`config.mk`:
```
export PLATFORM = sky130hd
export DESIGN_NAME = psd_cmul
export DESIGN_NICKNAME = d
export VERILOG_FILES = /design/src/sv/per_symbol_phase_derotator_macros.svh /design/src/sv/psd_pkg.sv /design/src/sv/psd_cmul.sv
export SDC_FILE = /design/constraint.sdc
export NUM_CORES = 2
export LEC_CHECK = 0
export CAP_MARGIN = 40
export CORE_ASPECT_RATIO = 1.25
export CORE_MARGIN = 5
export CORE_UTILIZATION = 55
export DETAILED_ROUTE_END_ITERATION = 7
export DONT_BUFFER_PORTS = 1
export PLACE_DENSITY = 0.7
export RECOVER_POWER = 100
export SETUP_SLACK_MARGIN = 0.3
export SLEW_MARGIN = 20
export SYNTH_ARGS = -nofsm -noshare
export SYNTH_HDL_FRONTEND = slang
export SYNTH_SLANG_ARGS = --single-unit
```
`constraint.sdc`:
```
create_clock -name vclk -period 11.8
set_input_delay 1.77 -clock vclk [all_inputs]
set_output_delay 1.77 -clock vclk [all_outputs]
set_load 0.05 [all_outputs]
```
`src/sv/per_symbol_phase_derotator_macros.svh`:
```
// Assertion macros for the per-symbol phase derotator.
// Depends on nothing; taken in by the modules that assert.
`ifndef PER_SYMBOL_PHASE_DEROTATOR_MACROS_SVH
`define PER_SYMBOL_PHASE_DEROTATOR_MACROS_SVH

// Check a property on every clock edge outside reset.
`define PSD_ASSERT(name, clk, rst, prop, msg) \
   name: assert property (@(posedge clk) disable iff (rst) (prop)) else $error(msg);

// Check that a condition implies another one on the next clock edge.
`define PSD_ASSERT_NEXT(name, clk, rst, ante, cons, msg) \
   name: assert property (@(posedge clk) disable iff (rst) (ante) |=> (cons)) \
      else $error(msg);

`endif

```
`src/sv/psd_pkg.sv`:
```
// Package of the per-symbol phase derotator: frame sizes, Q15 constants,
// register indexes and the complex sample type. Depends on nothing.
`timescale 1ns / 1ps
`default_nettype none

package psd_pkg;

   localparam int SAMPLES_PER_SYMBOL = 12;
   localparam int SYMBOLS_PER_BLOCK  = 7;

   localparam int SC_W  = $clog2(SAMPLES_PER_SYMBOL > 1 ? SAMPLES_PER_SYMBOL : 2);
   localparam int SYM_W = $clog2(SYMBOLS_PER_BLOCK > 1 ? SYMBOLS_PER_BLOCK : 2);

   localparam logic [SC_W-1:0]  SC_LAST  = SC_W'(SAMPLES_PER_SYMBOL - 1);
   localparam logic [SYM_W-1:0] SYM_LAST = SYM_W'(SYMBOLS_PER_BLOCK - 1);

   localparam int Q15_W   = 16;
   localparam int Q15_SHIFT = 15;
   localparam logic signed [Q15_W-1:0] Q15_ONE  = 16'sh7FFF;
   localparam logic signed [Q15_W-1:0] Q15_ZERO = 16'sh0000;

   localparam int CSR_IDX_W = 1;
   localparam logic [CSR_IDX_W-1:0] CSR_FREQ_STEP_RE = 1'd0;
   localparam logic [CSR_IDX_W-1:0] CSR_FREQ_STEP_IM = 1'd1;

   typedef struct packed {
      logic signed [Q15_W-1:0] im;
      logic signed [Q15_W-1:0] re;
   } cplx_type;

endpackage

`default_nettype wire

```
`src/sv/psd_cmul.sv`:
```
// Q15 complex multiplier: product bits 15..30 of each part, wrapping.
// Depends on psd_pkg.
`timescale 1ns / 1ps
`default_nettype none

module psd_cmul (
   input  psd_pkg::cplx_type a,
   input  psd_pkg::cplx_type b,
   output psd_pkg::cplx_type p
);

   logic signed [2*psd_pkg::Q15_W-1:0] rr, ii, ri, ir;
   logic signed [2*psd_pkg::Q15_W:0]   sum_re, sum_im;

   always_comb begin
      rr = a.re * b.re;
      ii = a.im * b.im;
      ri = a.re * b.im;
      ir = a.im * b.re;
      sum_re = (2*psd_pkg::Q15_W+1)'(rr) - (2*psd_pkg::Q15_W+1)'(ii);
      sum_im = (2*psd_pkg::Q15_W+1)'(ri) + (2*psd_pkg::Q15_W+1)'(ir);
      p.re = sum_re[psd_pkg::Q15_SHIFT +: psd_pkg::Q15_W];
      p.im = sum_im[psd_pkg::Q15_SHIFT +: psd_pkg::Q15_W];
   end

endmodule

`default_nettype wire
```
# Yosys cells after proc, flatten, opt, wreduce, memory -nomap -nowiden
# Cells that the tools add are included.
# Widths: inputs -> output; s select.
# word_totals
ff_bits,0
wordCells,6
# classes
n_addsub,2
mul,4
# op_table
op,count
$mul 16x16->31,4
$add 31x31->31,1
$sub 31x31->31,1

# Logic depth before layout (Yosys ltp)
# logic_depth
ltp_word,2
mapped_depth,28

# Worst setup path before layout
# No wires, ideal clock.
# synth_path
path_type,input port to output port
startpoint,input a[31] (netlist bit)
endpoint,output p[12] (netlist bit)
t_arrival_ns,9.304
required_ns,10.030
setup_slack_ns,0.726
path_stages,25
path_buffers,2
path_cell_list,clkbuf_1 > clkbuf_1 > nand2_1 > inv_1 > fa_1 > fa_1 > inv_1 > fa_1 > fa_1 > inv_1 > fa_1 > inv_1 > fa_1 > fa_1 > inv_1 > fa_1 > inv_1 > ha_1 > and2_1 > nand4_1 > a311o_1 > nand2_1 > a21o_1 > a211oi_1 > nor3_1
# synth_lines
item,line_no,rtl
"start, declared",psd_cmul.sv:7,"input psd_pkg::cplx_type a,"
"end, declared",psd_cmul.sv:9,output psd_pkg::cplx_type p

==> flow_summary.toml <==
[status]
status = "finished, final reports clean"

[sta]
finalCritPeriodShare = 0.922
fin_crit_ns = 10.88
rsz0062_at_grt = "no"
tightest_slew_ns = 0.758
setup-tns-final_ns = 0
finalMaxSlewViolations = 0
hold_violations = 0
max_freq_mhz = 91.9
setup-violations-final = 0
slew_headroom = 0.489

[die]
pin_count = 96
dieWidth_um = 245
die_area_um2 = 74700
start_util = 0.552
rows = 108
die_y_um = 304
core_area_um2 = 69100

[yosys]
yosys.cell_types.count = 51
yosysWarnings = 0
syn_area_um2 = 38100
syn_nets = 5559
synth_area_per_cell_um2 = 9.33
synth_cells = 4084
synth_seq_area_share = 0

[finish]
multi_input_area_um2 = 32800
clkbuf_count = 0
fillers = 6189
n_antenna_cell = 0
fin_nets = 5403
area_delta_synth_final_pct = 1.58
design.seq.count = 0
seq_area_um2 = 0
final_util = 0.561
final_cells = 4861
drive_above_1_share = 0.00458

[routing]
drc = 0
ant_nets = 0
avgViaCountPerCell = 5.20
firstDrtPassIters = 5
post_drt_wl_per_cell_um = 17.9
num_vias = 25294
first_iter_violations = 1236
drt-total-wl_um = 87000

[setup_path]
worst_setup_path_start_kind = "input pin"
criticalPathCategory = "input pin to primary output"
crit_top_cell = "fa_1"
crit_arrival_ns = 9.11
crit_fanout = 33
end_kind = "primary output"
critPathMaxStageDelay_ns = 0.91
slowest_stage = "fa_1"
required_ns = 10.03
cp_cell_sequence = "and2_1, inv_1, fa_1, fa_1, fa_1, fa_1, inv_1, fa_1, inv_1, fa_1, fa_1, inv_1, fa_1, inv_1, ha_1, and2_1, nand4_1, a311o_1, a21oi_1, nor2_1, a21oi_1, xnor2_1, clkbuf_1"

[clocking]
cts_hold_buf = 0
cts_setup_buffers = 0
cts_resized = 0

[grt]
grt_max_degree = 35
grt_first_pass_wirelength_um = 149000
antenna_found_initial = 1
grt.overflow.total = 0
grt_pass1_vias = 28986
grt.total_usage = 0.248

[place]
io_buffers = 0
place_hpwl_um = 68800
place_inst = 4860
gp_congestion = 0.850

[hold_path]
hold_class = "input pin to primary output"

[flow_run]
drv_cap = 0
final cells by class:
class                      count  share of cell area
multi-input combinational   2661               0.846
inverter                    1232               0.119
tap                          935              0.0302
timing repair buffer          33             0.00427
layout by cell type, fill, tap and decap left out, types with 3 or more instances in the layout:
cell	instances
inv_1	1231
xnor2_1	67
nor2_1	16
nand3_1	8
o21bai_1	4
nor2b_1	29
o21ai_0	8
nor3_1	5
buf_4	9
o21a_1	11
nand4_1	4
nand2_1	544
a21o_1	14
nand2b_1	29
ha_1	292
clkbuf_1	22
a21oi_2	3
fa_1	1119
a21oi_1	21
xor2_1	23
and2_1	424
and3_1	4
cell usage after synthesis, types with 11 or more instances:
| cell | instances | share of area |
|---|---|---|
| nand2_1 | 544 | 0.054 |
| nor2b_1 | 29 | 0.0048 |
| and2_1 | 425 | 0.070 |
| a21oi_1 | 19 | 0.0025 |
| inv_1 | 1231 | 0.12 |
| clkbuf_1 | 191 | 0.019 |
| xor2_1 | 23 | 0.0053 |
| o21a_1 | 11 | 0.0022 |
| a21o_1 | 14 | 0.0028 |
| nor2_1 | 16 | 0.0016 |
| xnor2_1 | 67 | 0.015 |
| ha_1 | 292 | 0.096 |
| nand2b_1 | 29 | 0.0048 |
| fa_1 | 1119 | 0.59 |
worst max-delay path: cells and delay by family:
family / cells / cell delay [ns]
buf+inv: 6 / 0.79
fa+ha+maj: 9 / 4.82
xor+xnor: 1 / 0.13
compound gates: 3 / 0.98
simple gates: 4 / 0.59
kinds of logic after synthesis:
family,after synthesis,synth area share
AO/OA/AOI/OAI,84,0.0158
XOR/XNOR,90,0.0207
adder cells (fa/ha/maj),1411,0.684
buffers and inverters,1423,0.140
multiplexers,1,0.000263
AND/OR/NAND/NOR,1075,0.140
final timing paths:
check | startpoint | cells past startpoint | to | slack [ns]
worst max-delay path | a[31] | 23 | p[15] | 0.92
worst min-delay path | a[15] | 6 | p[15] | 4.52
per-stage QoR:
stage | hold WS, ns | area, um2 | worst slack [ns]
2_1_floorplan | 4.27 | 38100 | 0.726
3_3_place_gp | 4.43 | 38800 | 0.985
3_5_place_dp | 4.41 | 38800 | 1.10
4_1_cts | 4.43 | 38800 | 1.08
5_1_grt | 4.56 | 38700 | 0.543
6_report | 4.52 | 38700 | 0.920
routing by layer:
layer,track usage,vias to the layer above,part of all wire
met3,0.0343,174,0.067
met1,0.306,13386,0.36
met2,0.455,751,0.53
met4,0.0753,2,0.043
met5,0,-,0.00015
li1,-,10981,-
Power is not shown: default switching activity piles up to over one toggle a cycle in this logic, so the estimate is an artifact.
